[src/hw/rtl/txrp_pkg.sv]
// Shared types and constants of the transmit ring packetizer.
package txrp_pkg;

  localparam int RING_DEPTH_DEF = 4096;
  localparam int PACKET_MAX_DEF = 64;

  // Fixed field widths
  localparam int LEN_W   = 7;
  localparam int COUNT_W = 12;
  localparam int BYTE_W  = 8;

  localparam logic [COUNT_W-1:0] COUNT_SAT = '1;
  localparam logic [LEN_W-1:0]   CFG_RESET = 7'd64;

  // Request kinds
  localparam logic KIND_WRITE = 1'b0;
  localparam logic KIND_DONE  = 1'b1;

  // Per-request summary handed from front to back
  typedef struct packed {
    logic               stored;
    logic [COUNT_W-1:0] accepted;
    logic [LEN_W-1:0]   plen;
  } job_t;

endpackage

[src/hw/rtl/txrp_back.sv]
// Back end: turns request summaries into results, reading packet bytes from the ring.
module txrp_back import txrp_pkg::*; #(
  parameter int RING_DEPTH = RING_DEPTH_DEF,
  localparam int AW = $clog2(RING_DEPTH)
) (
  input  logic               clk,
  input  logic               rst,
  input  logic               q_valid,
  input  job_t               q_job,
  input  logic [AW-1:0]      q_start,
  output logic               q_pop,
  output logic               busy,
  output logic               ram_re,
  output logic [AW-1:0]      ram_raddr,
  input  logic [BYTE_W-1:0]  ram_rdata,
  output logic               out_valid,
  input  logic               out_ready,
  output logic               byte_stored,
  output logic [COUNT_W-1:0] accepted_in_write,
  output logic               packet_started,
  output logic               has_packet_byte,
  output logic [BYTE_W-1:0]  packet_byte,
  output logic [LEN_W-1:0]   packet_length,
  output logic               last_result
);

  logic [LEN_W-1:0] remain;
  logic [AW-1:0]    addr;
  logic             out_free;
  logic             cont;

  assign out_free = !out_valid || out_ready;
  assign cont     = (remain != '0) && out_free;
  assign q_pop    = (remain == '0) && out_free && q_valid;
  assign busy     = q_valid || (remain != '0);

  // Issue one ring read per packet byte
  assign ram_re    = cont || (q_pop && q_job.plen != '0);
  assign ram_raddr = cont ? addr : q_start;

  assign packet_started = has_packet_byte;
  assign packet_byte    = has_packet_byte ? ram_rdata : '0;

  // Output valid and byte countdown
  always_ff @(posedge clk) begin
    if (rst) begin
      out_valid <= 1'b0;
      remain    <= '0;
    end else if (cont) begin
      out_valid <= 1'b1;
      remain    <= remain - LEN_W'(1);
    end else if (q_pop) begin
      out_valid <= 1'b1;
      remain    <= (q_job.plen == '0) ? '0 : q_job.plen - LEN_W'(1);
    end else if (out_ready) begin
      out_valid <= 1'b0;
    end
  end

  // Result fields and read address
  always_ff @(posedge clk) begin
    if (cont) begin
      addr        <= addr + AW'(1);
      last_result <= (remain == LEN_W'(1));
    end else if (q_pop) begin
      addr              <= q_start + AW'(1);
      byte_stored       <= q_job.stored;
      accepted_in_write <= q_job.accepted;
      packet_length     <= q_job.plen;
      has_packet_byte   <= (q_job.plen != '0);
      last_result       <= (q_job.plen <= LEN_W'(1));
    end
  end

endmodule

[config.mk]
export PLATFORM = sky130hd
export DESIGN_NAME = txrp_back
export DESIGN_NICKNAME = d
export VERILOG_FILES = /design/src/hw/rtl/txrp_pkg.sv /design/src/hw/rtl/txrp_back.sv
export SDC_FILE = /design/constraint.sdc
export NUM_CORES = 1
export LEC_CHECK = 0
export ABC_AREA = 1
export ABC_CLOCK_PERIOD_IN_PS = 2400
export BUFFER_PORTS_ARGS = -buffer_cell sky130_fd_sc_hd__buf_4
export CAP_MARGIN = 5
export CORE_MARGIN = 4
export CORE_UTILIZATION = 49
export CTS_CLUSTER_SIZE = 40
export DETAILED_ROUTE_END_ITERATION = 8
export PLACE_DENSITY = 0.92
export SLEW_MARGIN = 20
export SYNTH_ARGS = -nofsm -noshare
export SYNTH_HDL_FRONTEND = slang
export SYNTH_SLANG_ARGS = --single-unit
[constraint.sdc]
create_clock -name clk -period 2.4 [get_ports clk]
set_clock_uncertainty 0.15 [all_clocks]
set_input_delay 0 -clock clk [delete_from_list [all_inputs] [get_ports clk]]
set_output_delay 0 -clock clk [all_outputs]
set_load 0.005 [all_outputs]
# ---- After elaboration in Yosys (flattened, before gate mapping)
# Index checks and enable logic that the tools add are counted.
# W data, S select, Z words.
dict set report totals {
  elab_cells 42
  out_inout_bits 47
  register_bits 42
  input_bits 44
}
dict set report op_classes {
  n_lt_le_gt_ge 1
  n_mux 12
  eq_ne 1
  n_bitwise 1
  addsub 4
  n_reduce_logical 15
}
# op count
set op_table {}
lappend op_table {{$mux W12} 3}
lappend op_table {{$add A12 B1 Y12 const B} 2}
lappend op_table {{$mux W7} 3}
lappend op_table {{$logic_not A7 Y1} 2}
lappend op_table {{$reduce_bool A7 Y1} 2}
lappend op_table {{$sub A7 B1 Y7 const B} 2}
lappend op_table {{$mux W8} 1}
lappend op_table {{$eq A7 B1 Y1 const B} 1}
lappend op_table {{$le A7 B1 Y1 const B} 1}
lappend op_table {{$mux W1} 5}
lappend op_table {{$logic_and A1 B1 Y1} 4}
lappend op_table {{$logic_or A1 B1 Y1} 3}
lappend op_table {{$reduce_bool A3 Y1} 1}
lappend op_table {{$reduce_and A2 Y1} 1}
lappend op_table {{$reduce_bool A2 Y1} 1}
lappend op_table {{$logic_not A1 Y1} 1}
lappend op_table {{$not A1 Y1} 1}

# ---- Depth between registers and ports, before layout
# Gate-level depths: netlist (run 1).
dict set report logic_depth {
  ltp_word 6
  depth_mapped 16
  depth_no_buf 15
}

# ---- Worst setup path before layout (run 1)
# Ideal clock, no wire load.
dict set report synth_timing {
  path_type {register -> register}
  from {register remain[0]}
  to {register addr[8], data pin}
  path_buffers 1
  arrival_time_ns 1.833
  setup_slack_ns 0.163
  stages_incl_launch_ff 17
  setup_time_ns 0.254
  t_required_ns 1.996
  period_less_slack_ns 2.237
  cell_sequence {dfxtp_1 inv_1 ha_1 inv_1 nor2_2 nand2_4 nand2_4 buf_12 nand2_1 o21ai_4 inv_2 ha_1 nand2_1 nor2_1 nand2_1 nand2_1 nand2_1}
}
dict set report synth_between {
  elab_chain_cells 3
}
# item line
set synth_lines {}
lappend synth_lines {{start: declaration} txrp_back.sv:27} ;# logic [LEN_W-1:0] remain;
lappend synth_lines {{start signal: assignment} txrp_back.sv:51} ;# remain <= remain - LEN_W'(1);
lappend synth_lines {{start signal: assignment} txrp_back.sv:54} ;# remain <= (q_job.plen == '0) ? '0 : q_job.plen - LEN_W'(1);
lappend synth_lines {{$reduce_bool A7 Y1} txrp_back.sv:33} ;# assign cont = (remain != '0) && out_free;
lappend synth_lines {{$logic_and A1 B1 Y1} txrp_back.sv:33}
lappend synth_lines {{$mux W12} txrp_back.sv:62} ;# if (cont) begin
lappend synth_lines {{end signal: assignment} txrp_back.sv:63} ;# addr <= addr + AW'(1);
lappend synth_lines {{end signal: assignment} txrp_back.sv:66} ;# addr <= q_start + AW'(1);
lappend synth_lines {{end: declaration} txrp_back.sv:28} ;# logic [AW-1:0] addr;
# Every way passes these cells.
# A chain may end at the register's enable or synchronous reset.

# ---- Final worst setup path (run 1)
# Same ends and word-level chain as after synthesis.

==> results of run 1 <==
==> worst paths after layout <==
| path | from | end | slack (ns) |
|---|---|---|---|
| hold reg to reg | remain[2]$_SDFFE_PP0P_ | remain[2]$_SDFFE_PP0P_ | 0.45 |
| setup / recovery | remain[0]$_SDFFE_PP0P_ | addr[8]$_DFFE_PP_ | 0.12 |
| hold / removal | q_start[9] | addr[9]$_DFFE_PP_ | 0.03 |
| setup reg to reg | remain[0]$_SDFFE_PP0P_ | addr[8]$_DFFE_PP_ | 0.12 |
==> per-stage QoR <==
step	instances	area (um^2)	power [uW]	worst slack (ns)
after floorplan	257	2380	2600	0.163
after global placement	413	3120	3190	0.149
after detailed placement	413	3120	3280	-0.00719
after CTS	446	3470	3790	0.0288
after global routing	448	3490	4150	0.00860
final	448	3490	3910	0.116
==> report_power, final <==
group | switching, uW | leakage (uW) | internal, uW
clock network | 274 | 0.0000447 | 210
registers | 104 | 0.000388 | 1110
logic | 1330 | 0.00123 | 879
total | 1700 | 0.00167 | 2200
==> critical path, stage by stage (launching register included) <==
cell and delay [ns]:
sky130_fd_sc_hd__dfxtp_1 0.36, sky130_fd_sc_hd__inv_1 0.09, sky130_fd_sc_hd__ha_1 0.20, sky130_fd_sc_hd__inv_1 0.06
sky130_fd_sc_hd__nor2_2 0.05, sky130_fd_sc_hd__nand2_4 0.08, sky130_fd_sc_hd__nand2_4 0.10, sky130_fd_sc_hd__nand2_2 0.10
sky130_fd_sc_hd__o21ai_4 0.08, sky130_fd_sc_hd__inv_2 0.11, sky130_fd_sc_hd__ha_2 0.22, sky130_fd_sc_hd__nand2_1 0.11
sky130_fd_sc_hd__nor2_2 0.15, sky130_fd_sc_hd__nand2_1 0.08, sky130_fd_sc_hd__nand2_1 0.06, sky130_fd_sc_hd__nand2_1 0.05
==> kinds of logic after synthesis <==
| group | count (synthesis) | share of synthesized area |
|---|---|---|
| buf+inv | 49 | 0.0941 |
| xor+xnor | 10 | 0.0368 |
| fa+ha+maj | 7 | 0.0368 |
| simple gates | 121 | 0.267 |
| flops | 42 | 0.496 |
| compound gates | 28 | 0.0688 |
==> cells in the final DEF (no fill, tap or decap), types with 3 or more instances in the layout <==
cell	n
sky130_fd_sc_hd__a31oi_1	6
sky130_fd_sc_hd__o21ai_0	16
sky130_fd_sc_hd__buf_4	97
sky130_fd_sc_hd__nor2_4	4
sky130_fd_sc_hd__inv_1	36
sky130_fd_sc_hd__inv_2	6
sky130_fd_sc_hd__nand2_4	8
sky130_fd_sc_hd__nand4_1	6
sky130_fd_sc_hd__nand2_1	47
sky130_fd_sc_hd__dfxtp_1	8
sky130_fd_sc_hd__nand3_1	16
sky130_fd_sc_hd__nor2_1	14
sky130_fd_sc_hd__nand2_2	14
sky130_fd_sc_hd__xor2_1	9
sky130_fd_sc_hd__ha_1	6
sky130_fd_sc_hd__nor2_2	6
sky130_fd_sc_hd__nor3_1	3
sky130_fd_sc_hd__clkbuf_8	5
sky130_fd_sc_hd__dlygate4sd3_1	25
sky130_fd_sc_hd__a21oi_1	3
sky130_fd_sc_hd__edfxtp_1	34
==> per-layer routing <==
layer | vias to the layer above | wire (um) | GRT usage
li1 | 1078 | - | -
met3 | 27 | 517 | 0.0406
met4 | 0 | 237 | 0.0836
met5 | - | 0 | 0
met1 | 1095 | 2450 | 0.262
met2 | 144 | 3810 | 0.451
==> what timing repair did <==
action | in CTS | in global routing
endpoints found under the setup margin | 1 | 8
setup buffers | 0 | 2
hold buffers | 25 | 0
pin swaps | 0 | 1
resized for setup | 1 | 5
endpoints found under the hold margin | 32 | 0
==> flip-flops by register name (all words and copies together) (netlist names) <==
| register | flops |
|---|---|
| byte_stored | 1 |
| addr | 12 |
| accepted_in_write | 12 |
| last_result | 1 |
| out_valid | 1 |
| has_packet_byte | 1 |
| packet_length | 7 |
| remain | 7 |
==> layout make-up <==
class / instances / share of cell area
clock buffer: 5 / 0.0197
clock inverter: 3 / 0.00717
inverter: 42 / 0.0451
multi-input combinational: 166 / 0.282
sequential: 42 / 0.338
tap: 67 / 0.0240
timing repair buffer: 123 / 0.283
==> qor.yml, run 1 <==
pwr:
  ir_worst_vdd_uv: 664
  p_leak_uw: 0.00167
  areal_power_density_over_the_cells_nw_per_um2: 1120
sta:
  max_freq_ghz: 0.438
  final-max-slew-violation-count: 0
  worst_pin_slew_ns: 0.298
  setup_viol: 0
  finalHoldWorstSlack_ns: 0.0300
  rsz0062_at_grt: "false"
  layout_worst_path_cycle_share: 0.952
  fin_crit_ns: 2.28
  hold_viol: 0
  slew-limit-headroom: 0.801
  tns_ns: 0
synthesis:
  synth-edff-count: 34
  post_synthesis_cell_type_with_the_largest_combined_area: "sky130_fd_sc_hd__edfxtp_1"
  postSynthCellCount: 257
  synth_seq_area_share: 0.496
  syn_nets: 308
  synthMostInstantiatedCell: "sky130_fd_sc_hd__nand2_1"
  post_synth_num_cell_types: 30
  mappedNetlistArea_um2: 2380
  yosys_most_used_dff: "sky130_fd_sc_hd__edfxtp_1"
  synth.top_cells.by_area: "sky130_fd_sc_hd__edfxtp_1 43%, sky130_fd_sc_hd__nand2_1 7.6%, sky130_fd_sc_hd__dfxtp_1 6.7%"
  yosys_register_bits: 42
  synth_top_cell_area_share: 0.429
  synth.yosys.warnings: 0
  async_flop_share: 0
  most_numerous_cell_types_in_the_synthesized_netlist: "48 x sky130_fd_sc_hd__nand2_1, 37 x sky130_fd_sc_hd__inv_1, 34 x sky130_fd_sc_hd__edfxtp_1"
  postSynthAreaPerCell_um2: 9.26
finish:
  fill_cells: 306
  post_route_cells_drive_above_1_share: 0.388
  nets: 431
  layout.core_utilization: 0.739
  layout.area.seq_um2: 1180
  multi_input_comb_area_um2: 986
  synth_to_final_area_change_pct: 46.7
  antenna_cells_inserted: 0
route:
  antenna_violating_nets_left: 0
  route.final.wire_length_um: 7020
  route.detailed.drc: 0
  wire_per_inst_um: 15.7
  detailroute.via_count: 2344
  drc_violation_total_after_the_first_tritonroute_iteration: 150
  detailed_routing_iteration_count_for_the_pre_antenna_repair_pass: 5
  vias_per_cell: 5.23
run:
  drv.max_cap_violation_count: 0
floorplanning:
  core_region_um2: 4720
  initial_cell_density_of_the_core: 0.504
  floorplan.die.width_um: 77.7
  top_level_ports: 91
  chipHeight_um: 77.7
  placement_rows: 25
  fp.dieArea_um2: 6040
run_status:
  run_status: "completed"
clocking:
  clkSinkCount: 42
  tritoncts: "built"
  cts-buffers-inserted: 5
  htree_depth: 2
  cts-root-to-sink-buffers: 2
  clk-insertion-delay-late_ns: 0.30
  cts.root.buffer_cell: "sky130_fd_sc_hd__clkbuf_8"
  clk_pin_slew_worst_paths_ns: 0.09
global_route:
  global_route.usage.total: 0.238
  grt_pass1_vias: 2269
  initial_antenna_violation_count: 0
  grt_ovf: 0
  wire_length_of_the_first_global_routing_pass_um: 11300
  grt_max_degree: 22
critical_path:
  timing.critical_path.fanout_max: 8
  ff2ff_path_depth: 15
  timing_worst_setup_path_type: "reg2reg"
  cp_data_arrival_time_ns: 2.20
  required_time_at_the_worst_slack_endpoint_ns: 2.31
  worst_setup_path_end_kind: "flip-flop"
  critPathLaunchType: "flip-flop"
place:
  placement.io_buffers: 90
  place_hpwl_um: 4820
  routabilityCongestion: 0.945
worst_hold_path:
  type_of_the_tightest_min_delay_check: "in2reg"
  hold_depth: 5
Note: power is estimated with default switching activity, not from simulation.
==> inputs of run 2 (changes only) <==
CORE_UTILIZATION = 51   (was 49)
CTS_BUF_LIST = sky130_fd_sc_hd__clkbuf_2   (was not set)
PLACE_DENSITY = 0.95   (was 0.92)
==> run 2 against run 1 <==
Effect of this change:
- clock-buffer cell count unchanged
- utilization grew 5.7 points
- worst setup slack worse by 0.077 ns
- final cell count decreased by 1.8%
- routed wire length rose by 8.3%
- sequential share of layout area fell by 0.43 points
- register-to-register slack worse by 0.08 ns
- design area grew 1.4%
- global-route usage grew 2.3 points
- non-clock buffer count grew 7
- maximum frequency shrank 3.2%
- critical path type unchanged
- critical endpoint is now addr[6]$_DFFE_PP_
- largest cell class unchanged
- largest power group unchanged
- highest routed layer unchanged
==> qor.yml, run 2 (synthesis gave the netlist of run 1 again) <==
run_status:
  run_status: "completed"
route:
  vias_per_cell: 5.43
  detailroute.via_count: 2388
  detailed_routing_iteration_count_for_the_pre_antenna_repair_pass: 5
  route.detailed.drc: 0
  antenna_violating_nets_left: 0
  wire_per_inst_um: 17.3
  route.final.wire_length_um: 7600
  drc_violation_total_after_the_first_tritonroute_iteration: 239
critical_path:
  setup.worst_path.start: "remain[0]$_SDFFE_PP0P_"
  cp_data_arrival_time_ns: 2.41
  timing_worst_setup_path_type: "reg2reg"
  max_stage_delay_ns: 0.41
  ff2ff_path_depth: 14
  critPathLaunchType: "flip-flop"
  crit_buf_inv: 3
  crit_family: "simple AND/OR/NAND/NOR gates"
  critical_path_s_slowest_cell: "sky130_fd_sc_hd__dfxtp_2"
  timing.critical_path.cells: "inv_2 -> ha_1 -> inv_1 -> nor2_2 -> nand2_4 -> nand2_8 -> nand2_4 -> o21ai_4 -> inv_2 -> ha_4 -> nand2_1 -> nor2_2 -> nand2_1 -> xnor2_1"
  r2r-start: "remain[0]$_SDFFE_PP0P_"
  r2r_slack_ns: 0.04
  required_time_at_the_worst_slack_endpoint_ns: 2.45
  worst_setup_path_end_kind: "flip-flop"
  timing.critical_path.fanout_max: 15
  capturing_point_of_the_worst_reg2reg_path: "addr[6]$_DFFE_PP_"
floorplanning:
  core_region_um2: 4440
  chipHeight_um: 76.3
  placement_rows: 24
  fp.dieArea_um2: 5830
  top_level_ports: 91
  floorplan.die.width_um: 76.3
  initial_cell_density_of_the_core: 0.536
clocking:
  cts.root.buffer_cell: "sky130_fd_sc_hd__clkbuf_2"
  cts-buffers-inserted: 5
  cts-root-to-sink-buffers: 2
  clk-insertion-delay-late_ns: 0.43
  clkSinkCount: 42
  tritoncts: "built"
  clk_pin_slew_worst_paths_ns: 0.25
  htree_depth: 2
place:
  routabilityCongestion: 0.879
  place_hpwl_um: 4780
  placement.io_buffers: 90
  place_ws_ns: 0.0220
  placedCellCount: 398
global_route:
  initial_antenna_violation_count: 0
  wire_length_of_the_first_global_routing_pass_um: 11900
  grt_max_degree: 27
  grt_ovf: 0
  grt_pass1_vias: 2423
  global_route.usage.total: 0.260
sta:
  post-route-worst-setup-slack_ns: 0.0397
  tns_ns: 0
  fin_crit_ns: 2.36
  max_freq_ghz: 0.424
  layout_worst_path_cycle_share: 0.983
  final-max-slew-violation-count: 0
  rsz0062_at_grt: "true"
  setup_viol: 0
  hold_viol: 0
  slew-limit-headroom: 0.798
  worst_pin_slew_ns: 0.301
  finalHoldWorstSlack_ns: 0.107
finish:
  layout.cells.most_common_list: "95 x sky130_fd_sc_hd__buf_4, 47 x sky130_fd_sc_hd__nand2_1, 35 x sky130_fd_sc_hd__inv_1"
  post_route_cells_drive_above_1_share: 0.381
  synth_to_final_area_change_pct: 48.7
  fill_cells: 245
  fin_cells: 440
  layout.cells.most_common: "sky130_fd_sc_hd__buf_4"
  leading_registers_by_flop_count: "accepted_in_write (12), addr (12)"
  nets: 438
  antenna_cells_inserted: 0
pwr:
  ir_worst_vdd_uv: 834
  p_leak_uw: 0.00169
  swShare: 0.459
  power.share.clock: 0.089
  p_sw_uw: 1770
  areal_power_density_over_the_cells_nw_per_um2: 1090
  seqPwrFrac: 0.318
  comb_pwr_share: 0.592
  internal-power_uw: 2090
worst_hold_path:
  min_from: "ram_rdata[3]"
  hold_depth: 4
  type_of_the_tightest_min_delay_check: "in2out"
  min_delay_worst_endpoint: "packet_byte[3]"
run:
  drv.max_cap_violation_count: 0
run 2: cell types whose count changed in the layout (fill, tap and decap cells not counted), moves of 2 or more:
| cell | delta |
|---|---|
| sky130_fd_sc_hd__clkbuf_2 | +5 |
| sky130_fd_sc_hd__buf_4 | -2 |
| sky130_fd_sc_hd__clkbuf_8 | -5 |
| sky130_fd_sc_hd__dlygate4sd3_1 | +9 |
run 2: metal layers:
layer  routed length, um  share of wire  track usage
met5                   0              0            0
met4                 346          0.046        0.114
met3                 583          0.077       0.0686
met2                3990           0.53        0.485
met1                2680           0.35        0.272
run 2: area by class of cell:
class	instances	area [um^2]	share of cell area
well taps	52	65.1	0.0184
repair buffers	130	1060	0.301
inverters	42	158	0.0445
flip-flops and latches	42	1180	0.334
multi-input cells	166	1020	0.288
clock inverters	3	25.0	0.00707
clock buffers	5	25.0	0.00707
run 2: how the worst max path moves through the flow:
stage,endpoint,cells after the start
2_1_floorplan,addr[8]$_DFFE_PP_,16
3_3_place_gp,addr[8]$_DFFE_PP_,15
3_5_place_dp,addr[8]$_DFFE_PP_,15
4_1_cts,addr[6]$_DFFE_PP_,14
5_1_grt,addr[6]$_DFFE_PP_,14
6_report,addr[6]$_DFFE_PP_,14
run 2: worst reg2reg max path, delay by kind of cell (launching register included):
family,cells,cell delay [ns]
AND/OR/NAND/NOR,7,0.75
flip-flops,1,0.41
adder cells (fa/ha/maj),2,0.37
buffers and inverters,3,0.24
XOR/XNOR,1,0.14
AO/OA/AOI/OAI,1,0.07
run 2: power groups by stage:
| stage | clock, uW | sequential [uW] | combinational [uW] |
|---|---|---|---|
| finish | 345 | 1230 | 2290 |
| global route | 375 | 1240 | 2470 |
| CTS | 338 | 1210 | 2120 |
| detailed placement | 0 | 1220 | 2060 |
| global placement | 0 | 1210 | 1970 |
| floorplan | 0 | 1210 | 1390 |
run 2: what timing repair did:
| action | in CTS | in global routing |
|---|---|---|
| setup endpoints to repair | 2 | 5 |
| endpoints found under the hold margin | 42 | 0 |
| buffers inserted | 0 | 0 |
| cloned | 0 | 0 |
| gates resized for setup | 2 | 10 |
| pin swaps | 0 | 2 |
| hold buffers | 35 | 0 |
run 2: metrics by stage:
step | area, um^2 | utilization | total power (uW)
after floorplan | 2380 | - | 2600
after global placement | 3100 | 0.698 | 3180
after detailed placement | 3100 | 0.698 | 3280
after CTS | 3500 | 0.789 | 3670
after global routing | 3540 | 0.797 | 4090
final | 3540 | 0.797 | 3860
==> inputs of run 3 (changes only) <==
ABC_CLOCK_PERIOD_IN_PS = 2850   (was 2400)
CORE_UTILIZATION = 55   (was 51)
clock period = 2.85 ns   (was 2.4 ns; I/O delays follow)
==> run 3 against run 2 <==
Effect of this change:
- global-route usage grew 3.8 points
- design area down 2.0%
- first-iteration DRC count increased by 32%
- register-to-register slack better by 0.20 ns
- routed wire length up 2.1%
- maximum frequency is 9.6% lower
- clock power shrank 23%
- clock-buffer cell count up 1
- combinational power is 17% lower
- worst setup slack improved by 0.20 ns
- sequential cell count did not move
==> qor.yml, run 3 (synthesis gave the netlist of run 1 again) <==
global_route:
  gr_layer_usage_met3: 0.0424
  grt_pass1_vias: 2444
  grt_max_degree: 22
  initial_antenna_violation_count: 0
  globalRoute.busiestLayer: "met2"
  gr-usage-met1: 0.329
  grt_ovf: 0
  global_route.usage.total: 0.298
  grt.met2_usage: 0.556
  wire_length_of_the_first_global_routing_pass_um: 12000
sta:
  worst_pin_slew_ns: 0.450
  rsz0062_at_grt: "false"
  hold_viol: 0
  post-route-worst-setup-slack_ns: 0.239
  setup_viol: 0
  slew-limit-headroom: 0.700
  final-max-slew-violation-count: 0
  fin_crit_ns: 2.61
  max_freq_ghz: 0.383
  tns_ns: 0
  layout_worst_path_cycle_share: 0.916
critical_path:
  required_time_at_the_worst_slack_endpoint_ns: 2.91
  timing_worst_setup_path_type: "reg2reg"
  critical_path_s_slowest_cell: "sky130_fd_sc_hd__dfxtp_1"
  most_numerous_cell_on_the_critical_path: "sky130_fd_sc_hd__nand2_1"
  cp_data_arrival_time_ns: 2.67
  timing.critical_path.cells: "inv_1 -> ha_1 -> inv_1 -> nor2_2 -> nand2_4 -> nand2_4 -> nand2_1 -> o21ai_4 -> inv_2 -> ha_1 -> nand2_1 -> nor2_2 -> nand2_1 -> xnor2_1"
  r2r-start: "remain[0]$_SDFFE_PP0P_"
  r2r_slack_ns: 0.24
  timing.critical_path.fanout_max: 17
  ff2ff_path_depth: 14
  worst_setup_path_end_kind: "flip-flop"
  capturing_point_of_the_worst_reg2reg_path: "addr[6]$_DFFE_PP_"
  max_stage_delay_ns: 0.40
  critPathLaunchType: "flip-flop"
finish:
  synth_to_final_area_change_pct: 45.7
  leading_registers_by_flop_count: "accepted_in_write (12), addr (12)"
  layout.cells.most_common_list: "93 x sky130_fd_sc_hd__buf_4, 48 x sky130_fd_sc_hd__nand2_1, 37 x sky130_fd_sc_hd__inv_1"
  antenna_cells_inserted: 0
  fin_cells: 435
  nets: 435
  multi_input_comb_area_um2: 978
  post_route_cells_drive_above_1_share: 0.364
  layout.cells.most_common: "sky130_fd_sc_hd__buf_4"
  fill_cells: 199
  final_design_area_no_fill_um2: 3470
  layout.area.seq_um2: 1180
route:
  detailed_routing_iteration_count_for_the_pre_antenna_repair_pass: 5
  antenna_violating_nets_left: 0
  drc_violation_total_after_the_first_tritonroute_iteration: 316
  route.final.wire_length_um: 7760
  vias_per_cell: 5.53
  detailroute.via_count: 2406
  wire_per_inst_um: 17.8
  route.detailed.drc: 0
floorplanning:
  initial_cell_density_of_the_core: 0.583
  core_region_um2: 4090
  floorplan.die.width_um: 73.8
  top_level_ports: 91
  placement_rows: 23
  fp.dieArea_um2: 5450
  chipHeight_um: 73.8
place:
  post_dp_cell_area_um2: 3100
  placement.io_buffers: 90
  place_hpwl_um: 4830
  place_ws_ns: 0.350
  routabilityCongestion: 0.866
  placedCellCount: 394
pwr:
  p_leak_uw: 0.00168
  ir_worst_vdd_uv: 765
  power_uw: 3190
  areal_power_density_over_the_cells_nw_per_um2: 919
clocking:
  cts-root-to-sink-buffers: 2
  clkSinkCount: 42
  htree_depth: 2
  clk_pin_slew_worst_paths_ns: 0.22
  clk-insertion-delay-late_ns: 0.42
  cts-buffers-inserted: 5
  postCtsSetupBuffers: 0
  cts.root.buffer_cell: "sky130_fd_sc_hd__clkbuf_2"
  tritoncts: "built"
worst_hold_path:
  min_delay_worst_endpoint: "addr[11]$_DFFE_PP_"
  min_from: "q_start[11]"
  type_of_the_tightest_min_delay_check: "in2reg"
  hold_depth: 7
run_status:
  run_status: "completed"
run:
  drv.max_cap_violation_count: 0
-- run 3: changes by cell type in the layout (fill, tap and decap cells not counted), moves of 2 or more --
cell	previous run	this run
sky130_fd_sc_hd__buf_4	95	93
sky130_fd_sc_hd__clkinv_2	0	2
sky130_fd_sc_hd__inv_1	35	37
sky130_fd_sc_hd__inv_2	7	5
-- run 3: stage by stage --
step            util  hold WS [ns]
2_1_floorplan      -       -0.0691
3_3_place_gp   0.758        0.0286
3_5_place_dp   0.758        0.0299
4_1_cts        0.848        0.0224
5_1_grt        0.849        0.0276
6_report       0.849       0.00127
-- run 3: layout make-up --
type / count / area share
Inverter: 42 / 0.0455
Clock buffer: 6 / 0.00866
Sequential cell: 42 / 0.341
Clock inverter: 2 / 0.00289
Multi-Input combinational cell: 166 / 0.282
Timing Repair Buffer: 127 / 0.302
Tap cell: 50 / 0.0180
-- run 3: report_power, final --
part	switching, uW	total [uW]	internal [uW]
logic	1170	1900	724
clock network	204	265	61.6
registers	89.1	1020	936
-- run 3: worst max path at each step --
stage	from	to	slack, ns	cells past startpoint
final	remain[0]$_SDFFE_PP0P_	addr[6]$_DFFE_PP_	0.24	14
after global routing	remain[0]$_SDFFE_PP0P_	addr[8]$_DFFE_PP_	0.07	15
after detailed placement	remain[0]$_SDFFE_PP0P_	addr[8]$_DFFE_PP_	0.35	15
after global placement	remain[0]$_SDFFE_PP0P_	addr[8]$_DFFE_PP_	0.51	15
after CTS	remain[0]$_SDFFE_PP0P_	addr[8]$_DFFE_PP_	0.33	15
after floorplan	remain[0]$_SDFFE_PP0P_	addr[8]$_DFFE_PP_	0.61	16
-- run 3: per-layer routing --
metal,part of all wire,vias to the layer above
li1,-,1088
met1,0.33,1090
met2,0.52,190
met3,0.097,38
met4,0.044,0
met5,0,-
-- run 3: what timing repair did --
action	CTS	global route
setup endpoints to repair	0	1
endpoints found under the hold margin	40	0
resized for setup	0	1
hold buffers	33	0
-- run 3: worst max-delay path: cells and delay by family (launching register included) --
kind	cells	cell delay [ns]
AO/OA/AOI/OAI	1	0.09
XOR/XNOR	1	0.12
adder cells (fa/ha/maj)	2	0.47
buffers and inverters	3	0.26
flip-flops	1	0.40
AND/OR/NAND/NOR	7	0.91
